==> config.mk <==
export PLATFORM = sky130hd
export DESIGN_NAME = s2l_gamma_matrix
export DESIGN_NICKNAME = d
export VERILOG_FILES = /design/src/sv/s2l_pkg.sv /design/src/sv/s2l_gamma_matrix.sv
export SDC_FILE = /design/constraint.sdc
export NUM_CORES = 2
export LEC_CHECK = 0
export CORE_ASPECT_RATIO = 0.7
export CORE_UTILIZATION = 57
export DETAILED_ROUTE_END_ITERATION = 6
export DONT_BUFFER_PORTS = 1
export GPL_TIMING_DRIVEN = 1
export PLACE_DENSITY = 0.7
export SLEW_MARGIN = 10
export SYNTH_ARGS = -nofsm -noshare
export SYNTH_HDL_FRONTEND = slang
export SYNTH_SLANG_ARGS = --single-unit
export TNS_END_PERCENT = 20
==> constraint.sdc <==
create_clock -name clock -period 7.2 [get_ports clock]
set_input_delay 1.44 -clock clock [delete_from_list [all_inputs] [get_ports clock]]
set_output_delay 1.44 -clock clock [all_outputs]
set_load 0.02 [all_outputs]
==> src/sv/s2l_pkg.sv <==
// s2l_pkg: shared types, fixed constants and elaboration-time table builders
// for the sRGB to CIELAB pipeline. No dependencies.
package s2l_pkg;

   typedef struct packed {
      logic valid;
      logic last;
   } ctl_type;

   // sRGB to XYZ matrix, units of 1e-7
   localparam logic [23:0] MAT [3][3] = '{
      '{24'd4124564, 24'd3575761, 24'd1804375},
      '{24'd2126729, 24'd7151522, 24'd721750},
      '{24'd193339,  24'd1191920, 24'd9503041}
   };

   // Ratio divisor: 10 * 65535 * white (white in units of 1e-6)
   localparam logic [63:0] DEN_X = 64'd655350 * 64'd950456;
   localparam logic [63:0] DEN_Y = 64'd655350 * 64'd1000000;
   localparam logic [63:0] DEN_Z = 64'd655350 * 64'd1088754;

   localparam logic [39:0] DEN [3] = '{40'(DEN_X), 40'(DEN_Y), 40'(DEN_Z)};
   localparam logic [41:0] TWICE_DEN [3] = '{42'(DEN_X << 1), 42'(DEN_Y << 1), 42'(DEN_Z << 1)};
   localparam logic [38:0] HALF_DEN [3] = '{39'(DEN_X >> 1), 39'(DEN_Y >> 1), 39'(DEN_Z >> 1)};
   // Reciprocal estimate: floor(2^60 / den)
   localparam logic [20:0] RECIP [3] = '{
      21'((64'd1 << 60) / DEN_X),
      21'((64'd1 << 60) / DEN_Y),
      21'((64'd1 << 60) / DEN_Z)
   };

   localparam logic [20:0] ONE_Q20 = 21'd1048576;
   // Largest ratio on the linear segment of f
   localparam logic [20:0] EPS_RATIO = 21'((64'd8856 << 20) / 64'd1000000);
   // Linear segment: (9033*r + 160*2^20 + 580) / 1160
   localparam logic [28:0] LIN_BIAS = 29'd167772740;
   localparam logic [28:0] LIN_SLOPE = 29'd9033;
   localparam logic [29:0] LIN_MAGIC = 30'(((64'd1 << 40) + 64'd1159) / 64'd1160);

   function automatic logic [63:0] mul31(input logic [63:0] a, input logic [63:0] b);
      return (a * b + (64'd1 << 30)) >> 31;
   endfunction

   function automatic logic [63:0] pow5(input logic [63:0] y);
      logic [63:0] y2;
      logic [63:0] y4;
      y2 = mul31(y, y);
      y4 = mul31(y2, y2);
      return mul31(y4, y);
   endfunction

   // Gamma decode of one 8-bit code to a 16-bit linear fraction
   function automatic logic [15:0] gamma_decode(input int unsigned v);
      logic [63:0] u;
      logic [63:0] q;
      logic [63:0] lo;
      logic [63:0] hi;
      logic [63:0] mid;
      logic [63:0] lin;
      if (v <= 10) begin
         lin = (64'd6553500 * 64'(v) + 64'd164730) / 64'd329460;
         return lin[15:0];
      end
      u = ((64'(1000 * v + 14025) << 31) + 64'd134512) / 64'd269025;
      q = mul31(u, u);
      lo = 64'd0;
      hi = (64'd1 << 31) + 64'd1;
      while (hi - lo > 64'd1) begin
         mid = lo + ((hi - lo) >> 1);
         if (pow5(mid) <= q) lo = mid;
         else hi = mid;
      end
      lin = (mul31(q, lo) * 64'd65535 + (64'd1 << 30)) >> 31;
      if (lin > 64'd65535) lin = 64'd65535;
      return lin[15:0];
   endfunction

   // Cube-root table entry: largest Q20 y with y^3 <= i * 2^(60-bits)
   function automatic logic [20:0] root_entry(input int unsigned i, input int unsigned bits);
      logic [63:0] target;
      logic [63:0] lo;
      logic [63:0] hi;
      logic [63:0] mid;
      target = 64'(i) << (60 - bits);
      lo = 64'd0;
      hi = (64'd1 << 20) + 64'd2;
      while (hi - lo > 64'd1) begin
         mid = lo + ((hi - lo) >> 1);
         if (mid * mid * mid <= target) lo = mid;
         else hi = mid;
      end
      return lo[20:0];
   endfunction

endpackage

==> src/sv/s2l_gamma_matrix.sv <==
// s2l_gamma_matrix: gamma table lookup and 3x3 matrix accumulate (three stages).
// Depends on s2l_pkg.
module s2l_gamma_matrix (
   input  logic               clock,
   input  logic               reset,
   input  logic               adv,
   input  s2l_pkg::ctl_type   ctl_in,
   input  logic [7:0]         red,
   input  logic [7:0]         green,
   input  logic [7:0]         blue,
   output s2l_pkg::ctl_type   ctl_out,
   output logic [2:0][39:0]   acc_out
);

   logic [15:0] gamma_rom [256];

   for (genvar g = 0; g < 256; g++) begin : g_gamma
      localparam logic [15:0] ENTRY = s2l_pkg::gamma_decode(g);
      assign gamma_rom[g] = ENTRY;
   end

   s2l_pkg::ctl_type ctl1_ff, ctl2_ff, ctl3_ff;
   logic [2:0][15:0]       lin_in, lin_ff;
   logic [2:0][2:0][39:0]  prod_in, prod_ff;
   logic [2:0][39:0]       acc_in, acc_ff;

   always_comb begin
      lin_in[0] = gamma_rom[red];
      lin_in[1] = gamma_rom[green];
      lin_in[2] = gamma_rom[blue];
      for (int r = 0; r < 3; r++) begin
         for (int j = 0; j < 3; j++) begin
            prod_in[r][j] = {16'd0, s2l_pkg::MAT[r][j]} * {24'd0, lin_ff[j]};
         end
         acc_in[r] = prod_ff[r][0] + prod_ff[r][1] + prod_ff[r][2];
      end
   end

   always_ff @(posedge clock) begin
      if (reset) begin
         ctl1_ff <= '0;
         ctl2_ff <= '0;
         ctl3_ff <= '0;
      end else if (adv) begin
         ctl1_ff <= ctl_in;
         ctl2_ff <= ctl1_ff;
         ctl3_ff <= ctl2_ff;
      end
   end

   always_ff @(posedge clock) begin
      if (adv) begin
         lin_ff  <= lin_in;
         prod_ff <= prod_in;
         acc_ff  <= acc_in;
      end
   end

   assign ctl_out = ctl3_ff;
   assign acc_out = acc_ff;

endmodule

==> metrics.md <==
| Metric | Value |
|---|---|
| Outcome | complete, but fails checks |
| Failing checks | design-rule violations, max-slew violations |
| Maximum clock path buffer count | 3 |
| Die width | 432.0 µm |
| Initial antenna violation count | 18 |
| CTS tree | built |
| Crit path DAT | 7.23 ns |
| Synth area leader | fa_1 |
| Final min period | 6.837 ns |
| Required time worst endpoint | 7.60 ns |
| Max-slew headroom | -0.04121 |
| Routed Antenna Nets | 0 |
| Busiest metal layer after global routing | met1 |
| Sequential-to-total area share from yosys stat | 0.1856 |
| Met3 Usage GRT | 0.1282 |
| Hold buffer count at cts | 0 |
| Worst hold slack | 0.5004 ns |
| First-pass GRT wire length | 385,000 µm |
| Htree depth | 2 |
| Final Cycle Share | 0.9496 |
| Syn Nets | 9,929 |
| Crit start category | flip-flop |
| Detailed Routing Iterations Pass 1 | 7 |
| Chip Height | 303.0 µm |
| IO Port Bufs | 0 |
| # IOs | 151 |
| Flops & latches, synth | 458 |
| Syn Area/Cell | 9.340 µm² |
| Share of post-route cells with drive strength above 1 | 0.03799 |
| Crit path max fanout | 7 |
| Most frequent cells in the layout | inv_1 (1,232), ha_1 (1,195), fa_1 (807) |
| Routed WL | 260,600 µm |
| Area contributors post-synth | fa_1 (22%), ha_1 (20%), edfxtp_1 (18%), inv_1 (6.3%), a21oi_1 (4.1%) |
| Post-DP HPWL | 209,200 µm |
| Type of element capturing the critical path | flip-flop |
| Core footprint | 0.1284 mm² |
| Post-CTS setup buffer count | 0 |
| Setup slack at placement | 0.4358 ns |
| Num CTS Buffers | 52 |
| Min-delay src | ctl1_ff[0]$_SDFFE_PP0P_ |
| Unrepaired setup endpoints after global routing | false |
| Post-cts resize count | 0 |
| Root Buffer | clkbuf_16 |
| Vias in the first global route | 58,640 |
| WS Path Type | flip-flop to flip-flop |
| Worst setup margin | 0.3631 ns |
| Setup slack, reg-to-reg | 0.36 ns |
| Synth Flop Type | edfxtp_1 |
| Final Util | 0.6024 |
| Cells after Synth | 7,898 |
| RR Startpoint | lin_ff[22]$_DFFE_PP_ |
| DIE AREA | 0.1309 mm² |
| Via count | 61,080 |
| Initial Util | 0.5745 |
| Netlist cell types | 97 |
| Wire per inst | 27.35 µm |
| Largest net degree at the start of global routing | 459 |
| Max-slew violations | 84 |
| DRC | 5 |
| Final hold violations | 0 |
| Row cnt | 110 |
| Post-Route Setup TNS | 0 ns |
| Global route overflow | 0 |
| CTS clk-pin slew, worst paths | 0.06 ns |
| Worst-Margin Slew | 1.562 ns |
| Max Freq | 0.1463 GHz |
| EDFF count, synth | 452 |
| Total of max-cap violations | 0 |
| GR Layer Usage met2 | 0.5422 |
| Total track usage | 0.3963 |
| Placer congestion estimate | 1.059 |
| Tightest Hold Check Type | flip-flop to flip-flop |
| Clock Latency Late Sink | 0.71 ns |
| Most common cell after layout, fill and taps aside | inv_1 |
| Final net count | 9,779 |
| Area delta synth->final | 4.870% |
| Layout Skew | 0.06478 ns |
| Met1 usage | 0.5955 |
| Iter 0 DRT Violations | 8,078 |
| Final setup violation count | 0 |
| Asr flop ratio synth | 0 |
| CP startpoint | lin_ff[22]$_DFFE_PP_ |
| Yosys warns | 0 |
| DR vias/cell | 6.409 |
| Sink Count | 458 |
| Share of the synthesized area in the top cell type | 0.2190 |
| Cell Area, Synth | 0.07377 mm² |
cells by family after synthesis:
group / after synthesis / synth area share
adder cells (fa/ha/maj): 2002 / 0.4217
AO/OA/AOI/OAI: 1993 / 0.1721
buffers and inverters: 1566 / 0.07974
AND/OR/NAND/NOR: 1501 / 0.09190
flip-flops: 458 / 0.1856
XOR/XNOR: 339 / 0.04025
multiplexers: 39 / 0.008701
cell usage after synthesis (34+ instances only):
cell         n
a211oi_1   132
a21o_1     180
a21oi_1    604
a311oi_1    42
a31oi_1    100
and3_1      45
buf_1       80
clkbuf_1   238
edfxtp_1   452
fa_1       807
ha_1      1195
inv_1     1234
nand2_1    508
nand2b_1    57
nand3_1    135
nand4_1     36
nor2_1     447
nor2b_1     50
nor3_1     113
o211ai_1    72
o21a_1      42
o21ai_0    430
o21bai_1    41
o22ai_1     34
o31ai_1     36
xnor2_1    233
xor2_1     106
routing by layer:
| metal | share of wire | vias to the layer above |
|---|---|---|
| li1 | - | 27180 |
| met3 | 0.14 | 490 |
| met4 | 0.030 | 16 |
| met5 | 0.0011 | - |
| met2 | 0.39 | 3796 |
| met1 | 0.44 | 29600 |
registers in the layout (all words and copies together), names as in the netlist:
register  count
acc_out     120
ctl1_ff       2
ctl2_ff       2
ctl_out       2
lin_ff       48
prod_ff     284
final cells by class:
cell class | instances | area, µm²
multi-input cells | 5874 | 54190
fillers | 11050 | 51050
flip-flops and latches | 458 | 13690
inverters | 1245 | 4673
well taps | 1736 | 2172
clock buffers | 57 | 1320
repair buffers | 117 | 878.3
clock inverters | 40 | 422.9
diodes | 3 | 7.507
per-stage QoR:
stage | std cells | area (µm²)
after floorplan | 7898 | 73770
final | 9530 | 77360
after global routing | 9527 | 77350
after CTS | 9527 | 77350
after detailed placement | 9430 | 75610
after global placement | 9430 | 75610
path summary, 6_finish.rpt:
path | to | cells past startpoint
setup / recovery | prod_ff[197]$_DFFE_PP_ | 21
setup reg to reg | prod_ff[197]$_DFFE_PP_ | 21
hold / removal | ctl1_ff[0]$_SDFFE_PP0P_ | 2
hold reg to reg | ctl1_ff[0]$_SDFFE_PP0P_ | 2
critical path: stages (launching register included):
cell	delay [ns]
edfxtp_1	0.56
fa_1	0.79
inv_1	0.16
fa_1	0.55
inv_1	0.08
ha_1	0.30
fa_1	0.54
inv_1	0.05
fa_1	0.48
inv_1	0.05
fa_1	0.36
ha_1	0.37
a21o_1	0.23
a31o_2	0.24
a221oi_2	0.47
o211ai_2	0.19
and4_4	0.23
o31a_1	0.31
a21o_1	0.18
a21oi_2	0.16
o21ai_1	0.10
xor2_1	0.15
Power is not shown: default switching activity piles up to over one toggle a cycle in this logic, so the estimate is an artifact.
