`config.mk`:
```
export PLATFORM = sky130hd
export DESIGN_NAME = s2l_ratio
export DESIGN_NICKNAME = d
export VERILOG_FILES = /design/src/sv/s2l_pkg.sv /design/src/sv/s2l_ratio.sv
export SDC_FILE = /design/constraint.sdc
export NUM_CORES = 2
export LEC_CHECK = 0
export ABC_CLOCK_PERIOD_IN_PS = 11700
export BUFFER_PORTS_ARGS = -buffer_cell sky130_fd_sc_hd__buf_4
export CAP_MARGIN = 10
export CORE_MARGIN = 5
export CORE_UTILIZATION = 60
export DETAILED_ROUTE_END_ITERATION = 6
export MAX_ROUTING_LAYER = met4
export PLACE_DENSITY_LB_ADDON = 0.3
export SLEW_MARGIN = 20
export SYNTH_ARGS = -nofsm -noshare
export SYNTH_HDL_FRONTEND = slang
export SYNTH_SLANG_ARGS = --single-unit
export TNS_END_PERCENT = 1
```
`constraint.sdc`:
```
create_clock -name clock -period 11.7 [get_ports clock]
set_input_delay 2.34 -clock clock [delete_from_list [all_inputs] [get_ports clock]]
set_output_delay 2.34 -clock clock [all_outputs]
set_load 0.02 [all_outputs]
```
`src/sv/s2l_pkg.sv`:
```
// s2l_pkg: shared types, fixed constants and elaboration-time table builders
// for the sRGB to CIELAB pipeline. No dependencies.
package s2l_pkg;

   typedef struct packed {
      logic valid;
      logic last;
   } ctl_type;

   // sRGB to XYZ matrix, units of 1e-7
   localparam logic [23:0] MAT [3][3] = '{
      '{24'd4124564, 24'd3575761, 24'd1804375},
      '{24'd2126729, 24'd7151522, 24'd721750},
      '{24'd193339,  24'd1191920, 24'd9503041}
   };

   // Ratio divisor: 10 * 65535 * white (white in units of 1e-6)
   localparam logic [63:0] DEN_X = 64'd655350 * 64'd950456;
   localparam logic [63:0] DEN_Y = 64'd655350 * 64'd1000000;
   localparam logic [63:0] DEN_Z = 64'd655350 * 64'd1088754;

   localparam logic [39:0] DEN [3] = '{40'(DEN_X), 40'(DEN_Y), 40'(DEN_Z)};
   localparam logic [41:0] TWICE_DEN [3] = '{42'(DEN_X << 1), 42'(DEN_Y << 1), 42'(DEN_Z << 1)};
   localparam logic [38:0] HALF_DEN [3] = '{39'(DEN_X >> 1), 39'(DEN_Y >> 1), 39'(DEN_Z >> 1)};
   // Reciprocal estimate: floor(2^60 / den)
   localparam logic [20:0] RECIP [3] = '{
      21'((64'd1 << 60) / DEN_X),
      21'((64'd1 << 60) / DEN_Y),
      21'((64'd1 << 60) / DEN_Z)
   };

   localparam logic [20:0] ONE_Q20 = 21'd1048576;
   // Largest ratio on the linear segment of f
   localparam logic [20:0] EPS_RATIO = 21'((64'd8856 << 20) / 64'd1000000);
   // Linear segment: (9033*r + 160*2^20 + 580) / 1160
   localparam logic [28:0] LIN_BIAS = 29'd167772740;
   localparam logic [28:0] LIN_SLOPE = 29'd9033;
   localparam logic [29:0] LIN_MAGIC = 30'(((64'd1 << 40) + 64'd1159) / 64'd1160);

   function automatic logic [63:0] mul31(input logic [63:0] a, input logic [63:0] b);
      return (a * b + (64'd1 << 30)) >> 31;
   endfunction

   function automatic logic [63:0] pow5(input logic [63:0] y);
      logic [63:0] y2;
      logic [63:0] y4;
      y2 = mul31(y, y);
      y4 = mul31(y2, y2);
      return mul31(y4, y);
   endfunction

   // Gamma decode of one 8-bit code to a 16-bit linear fraction
   function automatic logic [15:0] gamma_decode(input int unsigned v);
      logic [63:0] u;
      logic [63:0] q;
      logic [63:0] lo;
      logic [63:0] hi;
      logic [63:0] mid;
      logic [63:0] lin;
      if (v <= 10) begin
         lin = (64'd6553500 * 64'(v) + 64'd164730) / 64'd329460;
         return lin[15:0];
      end
      u = ((64'(1000 * v + 14025) << 31) + 64'd134512) / 64'd269025;
      q = mul31(u, u);
      lo = 64'd0;
      hi = (64'd1 << 31) + 64'd1;
      while (hi - lo > 64'd1) begin
         mid = lo + ((hi - lo) >> 1);
         if (pow5(mid) <= q) lo = mid;
         else hi = mid;
      end
      lin = (mul31(q, lo) * 64'd65535 + (64'd1 << 30)) >> 31;
      if (lin > 64'd65535) lin = 64'd65535;
      return lin[15:0];
   endfunction

   // Cube-root table entry: largest Q20 y with y^3 <= i * 2^(60-bits)
   function automatic logic [20:0] root_entry(input int unsigned i, input int unsigned bits);
      logic [63:0] target;
      logic [63:0] lo;
      logic [63:0] hi;
      logic [63:0] mid;
      target = 64'(i) << (60 - bits);
      lo = 64'd0;
      hi = (64'd1 << 20) + 64'd2;
      while (hi - lo > 64'd1) begin
         mid = lo + ((hi - lo) >> 1);
         if (mid * mid * mid <= target) lo = mid;
         else hi = mid;
      end
      return lo[20:0];
   endfunction

endpackage

```
`src/sv/s2l_ratio.sv`:
```
// s2l_ratio: divide each accumulator by its white-point constant, rounded and
// clamped to Q20 (four stages). Depends on s2l_pkg.
module s2l_ratio (
   input  logic               clock,
   input  logic               reset,
   input  logic               adv,
   input  s2l_pkg::ctl_type   ctl_in,
   input  logic [2:0][39:0]   acc_in,
   output s2l_pkg::ctl_type   ctl_out,
   output logic [2:0][20:0]   ratio_out
);

   s2l_pkg::ctl_type ctl4_ff, ctl5_ff, ctl6_ff, ctl7_ff;

   always_ff @(posedge clock) begin
      if (reset) begin
         ctl4_ff <= '0;
         ctl5_ff <= '0;
         ctl6_ff <= '0;
         ctl7_ff <= '0;
      end else if (adv) begin
         ctl4_ff <= ctl_in;
         ctl5_ff <= ctl4_ff;
         ctl6_ff <= ctl5_ff;
         ctl7_ff <= ctl6_ff;
      end
   end

   for (genvar g = 0; g < 3; g++) begin : g_row
      localparam logic [19:0] DEN_LO = s2l_pkg::DEN[g][19:0];
      localparam logic [19:0] DEN_HI = s2l_pkg::DEN[g][39:20];

      logic [44:0] est_prod;
      logic [20:0] q4_in, q4_ff, q5_ff, q6_ff;
      logic [41:0] n4_in, n4_ff, n5_ff;
      logic [40:0] lo_prod_in, lo_prod_ff;
      logic [40:0] hi_prod;
      logic [21:0] hi_prod_in, hi_prod_ff;
      logic [41:0] rem_in, rem_ff;
      logic [20:0] q_fix;
      logic [20:0] ratio_in, ratio_ff;

      always_comb begin
         // Underestimate of the quotient from the top accumulator bits
         est_prod = {21'd0, acc_in[g][39:16]} * {24'd0, s2l_pkg::RECIP[g]};
         q4_in = est_prod[44:24];
         n4_in = {acc_in[g][21:0], 20'd0} + {3'd0, s2l_pkg::HALF_DEN[g]};
         // Low 42 bits of quotient times divisor, in two partial products
         lo_prod_in = {20'd0, q4_ff} * {21'd0, DEN_LO};
         hi_prod = {20'd0, q4_ff} * {21'd0, DEN_HI};
         hi_prod_in = hi_prod[21:0];
         rem_in = n5_ff - {1'b0, lo_prod_ff} - {hi_prod_ff, 20'd0};
         // Remainder is below three divisors: step the quotient up at most twice
         if (rem_ff >= s2l_pkg::TWICE_DEN[g]) q_fix = q6_ff + 21'd2;
         else if (rem_ff >= {2'd0, s2l_pkg::DEN[g]}) q_fix = q6_ff + 21'd1;
         else q_fix = q6_ff;
         ratio_in = (q_fix > s2l_pkg::ONE_Q20) ? s2l_pkg::ONE_Q20 : q_fix;
      end

      always_ff @(posedge clock) begin
         if (adv) begin
            q4_ff      <= q4_in;
            n4_ff      <= n4_in;
            q5_ff      <= q4_ff;
            n5_ff      <= n4_ff;
            lo_prod_ff <= lo_prod_in;
            hi_prod_ff <= hi_prod_in;
            q6_ff      <= q5_ff;
            rem_ff     <= rem_in;
            ratio_ff   <= ratio_in;
         end
      end

      assign ratio_out[g] = ratio_ff;
   end

   assign ctl_out = ctl7_ff;

endmodule

```
==> run metrics <==
post-synthesis register bit count=662; Remaining DRCs=0; Final Net Count=9931; asr flop ratio synth=0; initial antenna violation count=2; First DRT Iteration DRCs=3095; crit path kind=in -> reg; clock slew at reported path FFs=0.06 ns; most common cell in the netlist=inv_1; Die Area=139900 um2; hold path startpoint=g_row[2].q5_ff[1]; fmax=115.4 MHz; detailed placer's ending HPWL=152600 um; dpl ws=2.464 ns; post-route cell area=85780 um2; Final Util=0.6517; Reg-to-Reg Start=g_row[0].q4_ff[2]; DIE WIDTH=374.1 um; GP Congestion=0.9825; Relative slew margins=0.3356; antenna-violating nets left=0; post-route setup slack=3.034 ns; CTS sink cnt=662; Slew Viols, Final=0; share of post-route cells with drive strength above 1=0.04999; Ports=190; RSZ-0062 raised after global routing=false; post-synthesis sequential area ratio=0.2490; total number of vias=50470; grt ovf=0; height of the die=374.1 um; CP max stage delay=0.51 ns; Post-CTS Hold Buffers=0; CTS Buf Count=77; Top delay family on crit path=adder cells; Clock Tree Root=clkbuf_16; Final setup viols=0; CP startpoint=acc_in[107]; Max clock buf depth=3; Post-synth EDFFs=654; Via density=5.475; Max-Cap Viols=0; Area contributors post-synth=fa_1 (28%), edfxtp_1 (25%), ha_1 (21%); TritonRoute pass-1 iters=5; vias in the first global route=54430; Gate Count Post-Synth=7146; synthesized area per cell=11.13 um2; final period utilization=0.7407; Synth top cells by count=inv_1 (1789), ha_1 (1305), fa_1 (1102), edfxtp_1 (654), xnor2_1 (331); area leader, netlist=fa_1; CTS tree=done; Startpoint Class=input pin; worst-path maximum fanout=8; largest net degree at the start of global routing=149; H-tree Lvls=3; FP Rows=133; Fin. Hold Viols=0; slew at the pin with the worst max-slew slack=0.9966 ns; Core ar.=131600 um2; initial cell density of the core=0.6042; area delta synth->final=7.868%; final wirelength=178500 um; Post-DP Area=83170 um2; CP max stage cell=fa_1; Mapped Area=79530 um2; Cell Chain, Critical Path=buf_4, fa_1, inv_1, fa_1, fa_1, inv_1, fa_1, inv_1, fa_1, inv_1, fa_1, ha_1, ha_1, a211oi_1, nand3_1, a311oi_1, a211oi_1, a41o_1, a211o_1, a31oi_1, o21ai_0, a41oi_1, xnor2_1; status=completed; cell mode on critical path=fa_1; Data arrival, critical path=9.05 ns; first-pass GRT wire length=291300 um; kind of end point of the critical path=flop; Distinct cells, synth=93; Final Skew=0.06529 ns; Synthesized Nets=9678; top-area cell type share of the netlist area=0.2774; HP Class=reg -> reg; Total GRT Usage=0.2721; Final min period=8.666 ns; TNS Setup=0 ns; Ys Warns=0; Main synth FF type=edfxtp_1; setup bufs post-CTS=0; routed len/inst=19.37 um; Buffers & Inverters on Critical Path=5; clk_lat worst skew=0.70 ns; Port Buffers=189; post-CTS sizing=0; Worst Path Required=12.09 ns
-- logic make-up after synthesis --
kind of cell    count (synthesis)  synth area share
compound gates                814           0.06938
flops                         662            0.2490
xor+xnor                      468           0.05154
simple gates                  958           0.05946
mux                            14          0.001762
fa+ha+maj                    2407            0.4827
buf+inv                      1823           0.08616
-- through the flow --
step           hold WS, ns  std cells
2_1_floorplan       0.4003       7146
3_3_place_gp        0.4008       9075
3_5_place_dp        0.4045       9075
4_1_cts             0.3964       9216
5_1_grt             0.4094       9218
6_report            0.3976       9218
-- cells in the final DEF, fill, tap and decap left out, types with 40 or more instances in the layout --
cell type,n
inv_1,1789
ha_1,1305
fa_1,1102
edfxtp_1,654
xnor2_1,331
nor2_1,288
a21oi_1,213
buf_4,203
nand2_1,174
xor2_1,137
o21ai_0,131
nand3_1,103
nor3_1,89
a21o_1,80
clkbuf_16,78
o21bai_1,46
a211oi_1,45
o21a_1,45
and3_1,42
nand2b_1,40
nor2b_1,40
-- flip-flops by register name (all words and copies together) (netlist names) --
register,cells
ctl4_ff,2
ctl5_ff,2
ctl6_ff,2
ctl_out,2
g_row.hi_prod_ff,58
g_row.lo_prod_ff,100
g_row.n4_ff,66
g_row.n5_ff,66
g_row.q4_ff,63
g_row.q5_ff,63
g_row.q6_ff,63
g_row.ratio_ff,63
g_row.rem_ff,112
-- worst paths after layout --
| path | end | slack (ns) | depth (start not counted) |
|---|---|---|---|
| hold reg to reg | g_row[2].q6_ff[1] | 0.40 | 0 |
| setup / recovery | g_row[2].q4_ff[18] | 3.03 | 23 |
| setup reg to reg | g_row[0].lo_prod_ff[38] | 4.09 | 21 |
| hold / removal | g_row[2].q6_ff[1] | 0.40 | 0 |
-- metal layers --
layer,vias up,share of wire,track usage
li1,23950,-,-
met1,25040,0.43,0.3615
met2,1176,0.48,0.4444
met3,311,0.049,0.03379
met4,0,0.032,0.08014
met5,-,0,-
-- final cells by class --
type                    instances  area [um2]
diodes                          2       5.005
clock buffers                  87        1996
clock inverters                54       610.6
fillers                     10110       45850
inverters                    1791        6723
multi-input cells            4661       52870
flip-flops and latches        662       19800
well taps                    1755        2196
repair buffers                206        1579
Power is not shown: default switching activity piles up to over one toggle a cycle in this logic, so the estimate is an artifact.
