--- src/sv/s2l_pkg.sv ---
// s2l_pkg: shared types, fixed constants and elaboration-time table builders
// for the sRGB to CIELAB pipeline. No dependencies.
package s2l_pkg;

   typedef struct packed {
      logic valid;
      logic last;
   } ctl_type;

   // sRGB to XYZ matrix, units of 1e-7
   localparam logic [23:0] MAT [3][3] = '{
      '{24'd4124564, 24'd3575761, 24'd1804375},
      '{24'd2126729, 24'd7151522, 24'd721750},
      '{24'd193339,  24'd1191920, 24'd9503041}
   };

   // Ratio divisor: 10 * 65535 * white (white in units of 1e-6)
   localparam logic [63:0] DEN_X = 64'd655350 * 64'd950456;
   localparam logic [63:0] DEN_Y = 64'd655350 * 64'd1000000;
   localparam logic [63:0] DEN_Z = 64'd655350 * 64'd1088754;

   localparam logic [39:0] DEN [3] = '{40'(DEN_X), 40'(DEN_Y), 40'(DEN_Z)};
   localparam logic [41:0] TWICE_DEN [3] = '{42'(DEN_X << 1), 42'(DEN_Y << 1), 42'(DEN_Z << 1)};
   localparam logic [38:0] HALF_DEN [3] = '{39'(DEN_X >> 1), 39'(DEN_Y >> 1), 39'(DEN_Z >> 1)};
   // Reciprocal estimate: floor(2^60 / den)
   localparam logic [20:0] RECIP [3] = '{
      21'((64'd1 << 60) / DEN_X),
      21'((64'd1 << 60) / DEN_Y),
      21'((64'd1 << 60) / DEN_Z)
   };

   localparam logic [20:0] ONE_Q20 = 21'd1048576;
   // Largest ratio on the linear segment of f
   localparam logic [20:0] EPS_RATIO = 21'((64'd8856 << 20) / 64'd1000000);
   // Linear segment: (9033*r + 160*2^20 + 580) / 1160
   localparam logic [28:0] LIN_BIAS = 29'd167772740;
   localparam logic [28:0] LIN_SLOPE = 29'd9033;
   localparam logic [29:0] LIN_MAGIC = 30'(((64'd1 << 40) + 64'd1159) / 64'd1160);

   function automatic logic [63:0] mul31(input logic [63:0] a, input logic [63:0] b);
      return (a * b + (64'd1 << 30)) >> 31;
   endfunction

   function automatic logic [63:0] pow5(input logic [63:0] y);
      logic [63:0] y2;
      logic [63:0] y4;
      y2 = mul31(y, y);
      y4 = mul31(y2, y2);
      return mul31(y4, y);
   endfunction

   // Gamma decode of one 8-bit code to a 16-bit linear fraction
   function automatic logic [15:0] gamma_decode(input int unsigned v);
      logic [63:0] u;
      logic [63:0] q;
      logic [63:0] lo;
      logic [63:0] hi;
      logic [63:0] mid;
      logic [63:0] lin;
      if (v <= 10) begin
         lin = (64'd6553500 * 64'(v) + 64'd164730) / 64'd329460;
         return lin[15:0];
      end
      u = ((64'(1000 * v + 14025) << 31) + 64'd134512) / 64'd269025;
      q = mul31(u, u);
      lo = 64'd0;
      hi = (64'd1 << 31) + 64'd1;
      while (hi - lo > 64'd1) begin
         mid = lo + ((hi - lo) >> 1);
         if (pow5(mid) <= q) lo = mid;
         else hi = mid;
      end
      lin = (mul31(q, lo) * 64'd65535 + (64'd1 << 30)) >> 31;
      if (lin > 64'd65535) lin = 64'd65535;
      return lin[15:0];
   endfunction

   // Cube-root table entry: largest Q20 y with y^3 <= i * 2^(60-bits)
   function automatic logic [20:0] root_entry(input int unsigned i, input int unsigned bits);
      logic [63:0] target;
      logic [63:0] lo;
      logic [63:0] hi;
      logic [63:0] mid;
      target = 64'(i) << (60 - bits);
      lo = 64'd0;
      hi = (64'd1 << 20) + 64'd2;
      while (hi - lo > 64'd1) begin
         mid = lo + ((hi - lo) >> 1);
         if (mid * mid * mid <= target) lo = mid;
         else hi = mid;
      end
      return lo[20:0];
   endfunction

endpackage

--- src/sv/s2l_lab_out.sv ---
// s2l_lab_out: form L*, a*, b*, round to the output fraction and saturate
// (two stages, the second is the output register). Depends on s2l_pkg.
module s2l_lab_out #(
   parameter int FRAC_BITS = 8
) (
   input  logic                clock,
   input  logic                reset,
   input  logic                adv,
   input  s2l_pkg::ctl_type    ctl_in,
   input  logic [2:0][20:0]    f_in,
   output s2l_pkg::ctl_type    ctl_out,
   output logic [14:0]         lightness,
   output logic signed [15:0]  green_red,
   output logic signed [15:0]  blue_yellow
);

   localparam int OUT_SHIFT = 20 - FRAC_BITS;
   localparam logic [31:0] RND_HALF = 32'd1 << (OUT_SHIFT - 1);
   localparam logic signed [31:0] L_MAX = 32'sd100 <<< FRAC_BITS;
   localparam logic signed [31:0] SAT_LO = -32'sd32768;
   localparam logic signed [31:0] SAT_HI = 32'sd32767;

   function automatic logic signed [31:0] round_out(input logic signed [31:0] v);
      logic [31:0] mag;
      logic [31:0] q;
      mag = v[31] ? 32'(-v) : 32'(v);
      q = (mag + RND_HALF) >> OUT_SHIFT;
      return v[31] ? -$signed(q) : $signed(q);
   endfunction

   s2l_pkg::ctl_type ctl11_ff, ctl12_ff;

   logic [27:0]        lprod;
   logic [27:0]        lraw_in, lraw_ff;
   logic [21:0]        diff_a, diff_b;
   logic signed [31:0] araw_in, araw_ff, braw_in, braw_ff;
   logic signed [31:0] lv, av, bv;
   logic [14:0]        lightness_in, lightness_ff;
   logic signed [15:0] green_red_in, green_red_ff, blue_yellow_in, blue_yellow_ff;

   always_comb begin
      lprod   = {7'd0, f_in[1]} * 28'd116;
      lraw_in = lprod - 28'd16777216;
      diff_a  = {1'b0, f_in[0]} - {1'b0, f_in[1]};
      diff_b  = {1'b0, f_in[1]} - {1'b0, f_in[2]};
      araw_in = $signed({{10{diff_a[21]}}, diff_a}) * 32'sd500;
      braw_in = $signed({{10{diff_b[21]}}, diff_b}) * 32'sd200;

      lv = round_out($signed({{4{lraw_ff[27]}}, lraw_ff}));
      av = round_out(araw_ff);
      bv = round_out(braw_ff);

      // Black lands a hair below zero; clip to the valid L range
      if (lv < 32'sd0) lightness_in = '0;
      else if (lv > L_MAX) lightness_in = L_MAX[14:0];
      else lightness_in = lv[14:0];

      if (av < SAT_LO) green_red_in = SAT_LO[15:0];
      else if (av > SAT_HI) green_red_in = SAT_HI[15:0];
      else green_red_in = av[15:0];

      if (bv < SAT_LO) blue_yellow_in = SAT_LO[15:0];
      else if (bv > SAT_HI) blue_yellow_in = SAT_HI[15:0];
      else blue_yellow_in = bv[15:0];
   end

   always_ff @(posedge clock) begin
      if (reset) begin
         ctl11_ff <= '0;
         ctl12_ff <= '0;
      end else if (adv) begin
         ctl11_ff <= ctl_in;
         ctl12_ff <= ctl11_ff;
      end
   end

   always_ff @(posedge clock) begin
      if (adv) begin
         lraw_ff        <= lraw_in;
         araw_ff        <= araw_in;
         braw_ff        <= braw_in;
         lightness_ff   <= lightness_in;
         green_red_ff   <= green_red_in;
         blue_yellow_ff <= blue_yellow_in;
      end
   end

   assign ctl_out     = ctl12_ff;
   assign lightness   = lightness_ff;
   assign green_red   = green_red_ff;
   assign blue_yellow = blue_yellow_ff;

endmodule

--- config.mk ---
export PLATFORM = sky130hd
export DESIGN_NAME = s2l_lab_out
export DESIGN_NICKNAME = d
export VERILOG_FILES = /design/src/sv/s2l_pkg.sv /design/src/sv/s2l_lab_out.sv
export SDC_FILE = /design/constraint.sdc
export NUM_CORES = 1
export LEC_CHECK = 0
export ABC_AREA = 1
export BUFFER_PORTS_ARGS = -buffer_cell sky130_fd_sc_hd__clkbuf_2
export CAP_MARGIN = 10
export CORE_UTILIZATION = 35
export CTS_BUF_LIST = sky130_fd_sc_hd__clkbuf_8
export DETAILED_ROUTE_END_ITERATION = 16
export GPL_ROUTABILITY_DRIVEN = 0
export PLACE_DENSITY = 0.57
export SYNTH_ARGS = -nofsm -noshare
export SYNTH_HDL_FRONTEND = slang
export SYNTH_SLANG_ARGS = --single-unit
--- constraint.sdc ---
create_clock -name clock -period 9.21 [get_ports clock]
set_input_delay 1.842 -clock clock [delete_from_list [all_inputs] [get_ports clock]]
set_output_delay 1.842 -clock clock [all_outputs]
set_load 0.02 [all_outputs]
==> flow_summary.json, run 1 <==
{
  "crit_cells": 31,
  "post_cts_resize_count": 0,
  "crit_buf_inv": 7,
  "critPathRequiredTime_ps": 9430,
  "status": "finished clean",
  "numCtsBuffers": 17,
  "grt_use_total": 0.157,
  "grt_pass1_wl_mm": 76.6,
  "cts_sinks": 135,
  "dieArea_um2": 59800,
  "first_pass_iters": 5,
  "fmax_mhz": 122,
  "cap_viol_max_count": 0,
  "synthArstFlopShare": 0,
  "grt_max_degree": 75,
  "vias_per_cell": 4.45,
  "hold_depth": 2,
  "rsz0062_at_grt": "no",
  "hold_buffers": 0,
  "synth-edff-count": 131,
  "areaGrowthSynthToFinish_pct": 9.10,
  "skew_ps": 24.2,
  "htree_levels": 4,
  "fillers": 6229,
  "setup_tns_ps": 0,
  "ys_ff_latch": 135,
  "drive_gt1_frac": 0.113,
  "path_common_cell": "inv_1",
  "dr.first_iter.drc_count": 751,
  "setup_viol": 0,
  "worst_setup_path_start_kind": "primary input",
  "finalNetCount": 3336,
  "layout_commonest_cell": "nand2_1",
  "ios": 117,
  "drt-wirelength-per-cell_um": 12.4,
  "max_slew.worst_pin.slew_ps": 925,
  "ys_warn_count": 0,
  "overflow": 0,
  "clkTransAtPathRegs_ps": 90,
  "path_max_fanout": 6,
  "yosysSeqAreaShare": 0.195,
  "path_class": "primary input to flop",
  "postRouteAntennaNets": 0,
  "hold_viol_final": 0,
  "crit_path_max_incr_delay_ps": 550,
  "die_w_um": 245,
  "worst_path_dominant_cell_family": "adder cells",
  "arrival_ps": 8450,
  "r2r_cells": 24,
  "cp_slowest_cell": "fa_1",
  "cts_tree": "yes",
  "dr_total_vias": 16300,
  "synth-main-ff-cell": "edfxtp_1",
  "slew_viol_final": 0,
  "cts_buffer_depth": 2,
  "post-route-min-period_ps": 8230,
  "fp.coreArea_um2": 57900,
  "root_buffer": "clkbuf_8",
  "timing.final.crit_share": 0.893,
  "end_kind": "flop",
  "synthCells": 2762,
  "hold_path.class": "flop to flop",
  "layout_common_cells": "nand2_1, inv_1, ha_1",
  "dieHeight_um": 245,
  "dpl.hpwl_mm": 39.3,
  "syn-num-nets": 3208,
  "synth_area_um2": 20600,
  "wirelength_mm": 45.4,
  "relSlewSlack": 0.383,
  "drc": 0,
  "worstSkewPairLatency_ps": 490,
  "ys_types": 53,
  "grt_pass1_vias": 15500,
  "rows": 88,
  "portBuffers": 116,
  "syn_area_per_cell_um2": 7.45,
  "antenna_found_initial": 1,
  "start_util": 0.355,
  "cts_setup_buffers": 0
}
cells by family after synthesis:
logic type                 synth area share
other                              0.000182
adders and majority gates             0.280
xor gates and xnor gates             0.0720
DFF                                   0.195
AOI/OAI and AO/OA                    0.0706
and+or+nand+nor                       0.269
buffers and inverters                 0.113
final cells by class:
class | instances | area (um^2) | share of cell area
flip-flops and latches | 135 | 4010 | 0.179
repair buffers | 132 | 707 | 0.0315
well taps | 765 | 957 | 0.0426
inverters | 583 | 2190 | 0.0974
clock buffers | 17 | 234 | 0.0104
clock inverters | 15 | 115 | 0.00513
diodes | 1 | 2.50 | 0.000111
multi-input cells | 2021 | 14200 | 0.634
path summary, 6_finish.rpt:
kind	startpoint	end	slack (ps)
min	ctl11_ff[0]	ctl_out[0]	460
max reg2reg	lraw_ff[27]	lightness[12]	5000
max	f_in[23]	araw_ff[30]	980
min reg2reg	ctl11_ff[0]	ctl_out[0]	460
Yosys cell counts, types with 2 or more instances:
master    count  share of area
nor2_1      184          0.034
and2_1        4         0.0012
nand2_1     646           0.12
inv_2        13         0.0024
nand3b_1     16         0.0058
o21ai_1       9         0.0022
nand3_1     184          0.045
xor2_1      114          0.049
o211ai_1      3         0.0011
o21ai_0      65          0.016
a21boi_0      8         0.0029
nor3_2        3         0.0015
a31oi_1       3        0.00091
dfxtp_1       4         0.0039
fa_1        138           0.13
or2_2         2        0.00061
xor2_2        5         0.0040
a21o_1        3         0.0011
o21a_1        2        0.00073
o31ai_1       3         0.0011
a21oi_2      10         0.0043
nor2_4       22          0.012
buf_6         5         0.0027
edfxtp_1    131           0.19
nand2_2      43          0.013
nor4_1        3        0.00091
a21oi_1     128          0.031
nor2_2       47          0.014
a221oi_1      2        0.00085
ha_1        240           0.15
o21bai_1     12         0.0044
inv_1       569           0.10
nand4_1      43          0.013
nor3_1       12         0.0029
o221ai_1      2        0.00085
clkbuf_1      5        0.00091
buf_2        11         0.0027
xnor2_1      41          0.017
o21ai_2       6         0.0026
nand2_4       3         0.0016
nand3_2       6         0.0029
metal layers:
layer,track usage,part of all wire,vias to the layer above
met5,0,0,-
met4,0.0377,0.014,0
met3,0.0176,0.024,34
met2,0.233,0.41,177
met1,0.239,0.56,7134
li1,-,-,8966
metrics by stage:
step / instances / worst slack, ps / utilization / hold slack, ps / area (um^2)
finish: 3669 / 982 / 0.388 / 460 / 22500
global route: 3669 / 371 / 0.388 / 483 / 22500
CTS: 3668 / 972 / 0.388 / 466 / 22500
detailed placement: 3636 / 410 / 0.382 / 453 / 22100
global placement: 3636 / 541 / 0.382 / 449 / 22100
floorplan: 2762 / 1230 / - / 430 / 20600
worst register-to-register path: stages (launching register included):
cell	delay, ps
edfxtp_1	320
buf_4	440
inv_1	350
o21bai_1	250
nand2_1	60
nand2_1	130
ha_1	270
nand3b_1	160
nand2_1	140
ha_1	220
inv_1	60
nor2_1	100
nand3_1	80
nor2_1	160
nand3_1	110
nand2_1	80
nand2_1	70
nand2_2	90
inv_1	60
nor2_2	90
nand4_1	100
nand2_2	110
nand2_2	70
nand2_1	390
nor2_1	90
state kept, by name (all words and copies together), names as in the netlist:
name         count
araw_ff         30
green_red       16
ctl_out          2
blue_yellow     16
ctl11_ff         2
lraw_ff         26
braw_ff         28
lightness       15
Power of run 1 is left out: the tool's default activity adds up to more than one toggle a clock period on the data nets, which glitch-free logic cannot reach.
==> inputs of run 2 (changes only) <==
BUFFER_PORTS_ARGS = not set   (was -buffer_cell sky130_fd_sc_hd__clkbuf_2)
DONT_BUFFER_PORTS = 1   (was not set)
PLACE_DENSITY = 0.55   (was 0.57)
==> run 2 against run 1 <==
Effect of this change:
- first-iteration DRC count decreased by 2.4%
- setup slack got worse by 97 ps
- global-route usage rose by 0.083 points
- via count is essentially flat
- critical endpoint unchanged
==> flow_summary.json, run 2 (same netlist as run 1, synthesis figures left out) <==
{
  "status": "finished clean",
  "first_pass_iters": 5,
  "dr.first_iter.drc_count": 733,
  "clkTransAtPathRegs_ps": 80,
  "htree_levels": 4,
  "overflow": 0,
  "cap_viol_max_count": 0,
  "cp_slowest_cell": "fa_1",
  "drive_gt1_frac": 0.0720,
  "post_cts_resize_count": 0,
  "drt-wirelength-per-cell_um": 13.0,
  "path_class": "primary input to flop",
  "areaGrowthSynthToFinish_pct": 6.08,
  "holdWs_ps": 463,
  "worst_setup_path_start_kind": "primary input",
  "antenna_found_initial": 2,
  "dieHeight_um": 245,
  "placed_area_um2": 21400,
  "portBuffers": 0,
  "post-route-min-period_ps": 8320,
  "skew_ps": 12.5,
  "root_buffer": "clkbuf_8",
  "layout_common_cells": "nand2_1, inv_1, ha_1",
  "dieArea_um2": 59800,
  "largest_register_ffs": 30,
  "dpl.hpwl_mm": 39.7,
  "grt_pass1_vias": 15600,
  "fp.coreArea_um2": 57900,
  "setup_tns_ps": 0,
  "wirelength_mm": 45.9,
  "layout_commonest_cell": "nand2_1",
  "cts_tree": "yes",
  "dr_total_vias": 16300,
  "drc": 0,
  "grt_max_degree": 137,
  "crit_path_max_incr_delay_ps": 580,
  "critPathRequiredTime_ps": 9460,
  "dp_slack_ps": 347,
  "hold_buffers": 0,
  "ios": 117,
  "timing.final.crit_share": 0.904,
  "grt_pass1_wl_mm": 77.2,
  "setup_viol": 0,
  "grt_use_total": 0.158,
  "die_w_um": 245,
  "slew_viol_final": 0,
  "arrival_ps": 8570,
  "start_util": 0.355,
  "path_max_fanout": 4,
  "relSlewSlack": 0.472,
  "fin_area_um2": 21800,
  "hold_path.class": "flop to flop",
  "r2r_cells": 24,
  "cts_sinks": 135,
  "finalNetCount": 3209,
  "fin_ws_ps": 886,
  "worstSkewPairLatency_ps": 490,
  "hold_depth": 2,
  "rsz0062_at_grt": "no",
  "postRouteAntennaNets": 0,
  "vias_per_cell": 4.60,
  "top_register": "araw_ff",
  "cts_buffer_depth": 2,
  "fmax_mhz": 120,
  "hold_viol_final": 0,
  "cts_setup_buffers": 0,
  "largestRegisters": "araw_ff x30, braw_ff x28, lraw_ff x26",
  "numCtsBuffers": 17,
  "max_slew.worst_pin.slew_ps": 786,
  "end_kind": "flop",
  "rows": 88
}
-- run 2: cell types whose count changed in the layout (fill, tap and decap cells not counted) --
cell,change
bufinv_16,+3
buf_6,-1
buf_4,-11
inv_6,-5
clkinvlp_4,+1
inv_1,+1
clkinv_2,+2
clkinv_4,-1
inv_8,-1
clkbuf_2,-115
-- run 2: cell type report --
| cell class | count | area, um^2 |
|---|---|---|
| fillers | 6102 | 36100 |
| flip-flops and latches | 135 | 4010 |
| clock buffers | 17 | 234 |
| multi-input cells | 2021 | 14200 |
| repair buffers | 5 | 37.5 |
| inverters | 583 | 2190 |
| clock inverters | 15 | 163 |
| well taps | 765 | 957 |
| diodes | 1 | 2.50 |
-- run 2: path summary, 6_finish.rpt --
path,from,slack (ps),to
worst max register to register,lraw_ff[27],4870,lightness[12]
worst max-delay path,f_in[0],890,araw_ff[30]
worst min-delay path,ctl11_ff[0],460,ctl_out[0]
worst min register to register,ctl11_ff[0],460,ctl_out[0]
-- run 2: per-layer routing --
layer / share of wire / GRT usage / wire length (um) / up-vias
met5: 0 / 0 / 0 / -
met4: 0.0097 / 0.0393 / 444 / 0
met3: 0.036 / 0.0278 / 1640 / 26
met2: 0.42 / 0.240 / 19300 / 203
met1: 0.53 / 0.229 / 24500 / 7367
li1: - / - / - / 8714
-- run 2: worst max-delay path, delay by kind of cell --
| kind | cells | cell delay [ps] |
|---|---|---|
| adder cells (fa/ha/maj) | 7 | 3120 |
| AND/OR/NAND/NOR | 2 | 140 |
| buffers and inverters | 5 | 420 |
| AO/OA/AOI/OAI | 13 | 2580 |
| XOR/XNOR | 2 | 450 |
-- run 2: metrics by stage --
stage	instances	util
2_1_floorplan	2762	-
3_3_place_gp	3509	0.370
6_report	3542	0.377
4_1_cts	3541	0.377
5_1_grt	3542	0.377
3_5_place_dp	3509	0.370
Power of run 2 is left out for the same reason.
==> inputs of run 3 (changes only) <==
CORE_MARGIN = 10   (was not set)
==> run 3 against run 2 <==
Effect of this change:
- worst hold slack hardly changed
- first-iteration DRC count stayed put
- final cell count hardly changed
- via count is 0.77% lower
- clock skew is 3.2 ps higher
- core utilization is 0.052 points higher
- critical path depth is 1 higher
- setup slack better by 130 ps
- non-clock buffer count is 2 higher
- largest cell class unchanged
==> flow_summary.json, run 3 (same netlist as run 1, synthesis figures left out) <==
{
  "first_pass_iters": 6,
  "drc": 0,
  "drt-wirelength-per-cell_um": 13.4,
  "drive_gt1_frac": 0.0727,
  "cts_setup_buffers": 0,
  "max_slew.worst_pin.slew_ps": 783,
  "dieArea_um2": 68900,
  "grt_use_total": 0.137,
  "cap_viol_max_count": 0,
  "cts_sinks": 135,
  "layout_commonest_cell": "nand2_1",
  "critPathLaunch": "f_in[0]",
  "dieHeight_um": 263,
  "post_cts_resize_count": 0,
  "relSlewSlack": 0.474,
  "overflow": 0,
  "fin_util": 0.378,
  "fillers": 6135,
  "die_w_um": 263,
  "cp_slowest_cell": "fa_1",
  "r2r-end": "lightness[12]",
  "numCtsBuffers": 17,
  "timing.final.crit_share": 0.890,
  "wirelength_mm": 47.4,
  "cts_tree": "yes",
  "critPathRequiredTime_ps": 9410,
  "r2r_start": "lraw_ff[27]",
  "worstSkewPairLatency_ps": 460,
  "portBuffers": 0,
  "post-route-min-period_ps": 8200,
  "largest_register_ffs": 30,
  "status": "finished clean",
  "crit_path_max_incr_delay_ps": 570,
  "r2r_cells": 24,
  "dpl.hpwl_mm": 41.1,
  "stdcell_count": 3544,
  "setup_viol": 0,
  "rsz0062_at_grt": "no",
  "dr_total_vias": 16200,
  "hold_viol_final": 0,
  "arrival_ps": 8400,
  "hold_buffers": 0,
  "ios": 117,
  "path_max_fanout": 4,
  "dr.first_iter.drc_count": 733,
  "r2r_slack_ps": 4980,
  "postRouteAntennaNets": 0,
  "setup_tns_ps": 0,
  "cp-endpoint": "araw_ff[30]",
  "cts_buffer_depth": 2,
  "hold_path.class": "flop to flop",
  "largestRegisters": "araw_ff x30, braw_ff x28, lraw_ff x26",
  "htree_levels": 4,
  "rows": 88,
  "areaGrowthSynthToFinish_pct": 6.23,
  "start_util": 0.355,
  "dp_cells": 3511,
  "grt_max_degree": 137,
  "worst_setup_path_start_kind": "primary input",
  "end_kind": "flop",
  "finalNetCount": 3211,
  "grt_pass1_wl_mm": 79.6,
  "clkTransAtPathRegs_ps": 90,
  "skew_ps": 15.7,
  "layout_common_cells": "nand2_1, inv_1, ha_1",
  "fmax_mhz": 122,
  "slew_viol_final": 0,
  "vias_per_cell": 4.57,
  "antenna_found_initial": 1,
  "fp.coreArea_um2": 57900,
  "grt_pass1_vias": 15600,
  "top_register": "araw_ff",
  "root_buffer": "clkbuf_8",
  "path_class": "primary input to flop"
}
[run 3: how the worst min path moves through the flow]
stage	start	to	slack, ps	cells past startpoint
after detailed placement	ctl11_ff[0]	ctl11_ff[0]	450	2
after global routing	ctl11_ff[0]	ctl_out[0]	480	2
final	ctl11_ff[0]	ctl11_ff[0]	460	2
after CTS	ctl11_ff[0]	ctl_out[0]	460	2
after floorplan	ctl11_ff[0]	ctl_out[0]	430	2
after global placement	ctl11_ff[0]	ctl_out[0]	440	2
[run 3: routing by layer]
| layer | up-vias | part of all wire | global-route usage |
|---|---|---|---|
| li1 | 8717 | - | - |
| met1 | 7233 | 0.53 | 0.199 |
| met2 | 218 | 0.43 | 0.212 |
| met3 | 16 | 0.035 | 0.0206 |
| met4 | 0 | 0.0071 | 0.0262 |
| met5 | - | 0 | 0 |
[run 3: final cells by class]
type / count / area (um^2) / share of cell area
Sequential cell: 135 / 4010 / 0.184
Timing Repair Buffer: 7 / 52.6 / 0.00240
Clock inverter: 15 / 178 / 0.00812
Antenna cell: 1 / 2.50 / 0.000114
Multi-Input combinational cell: 2021 / 14200 / 0.651
Tap cell: 765 / 957 / 0.0438
Clock buffer: 17 / 234 / 0.0107
Inverter: 583 / 2190 / 0.100
[run 3: stage by stage]
| step | setup slack [ps] | instance area [um^2] | hold slack, ps |
|---|---|---|---|
| floorplan | 1230 | 20600 | 430 |
| global placement | 713 | 21500 | 444 |
| detailed placement | 607 | 21500 | 452 |
| CTS | 1120 | 21900 | 465 |
| global route | 624 | 21900 | 476 |
| finish | 1010 | 21900 | 463 |
[run 3: critical path: cells and delay by family]
kind	cells	cell delay, ps
xor+xnor	2	240
compound gates	13	2550
fa+ha+maj	7	3130
buf+inv	6	500
simple gates	2	140
Power of run 3 is left out for the same reason.
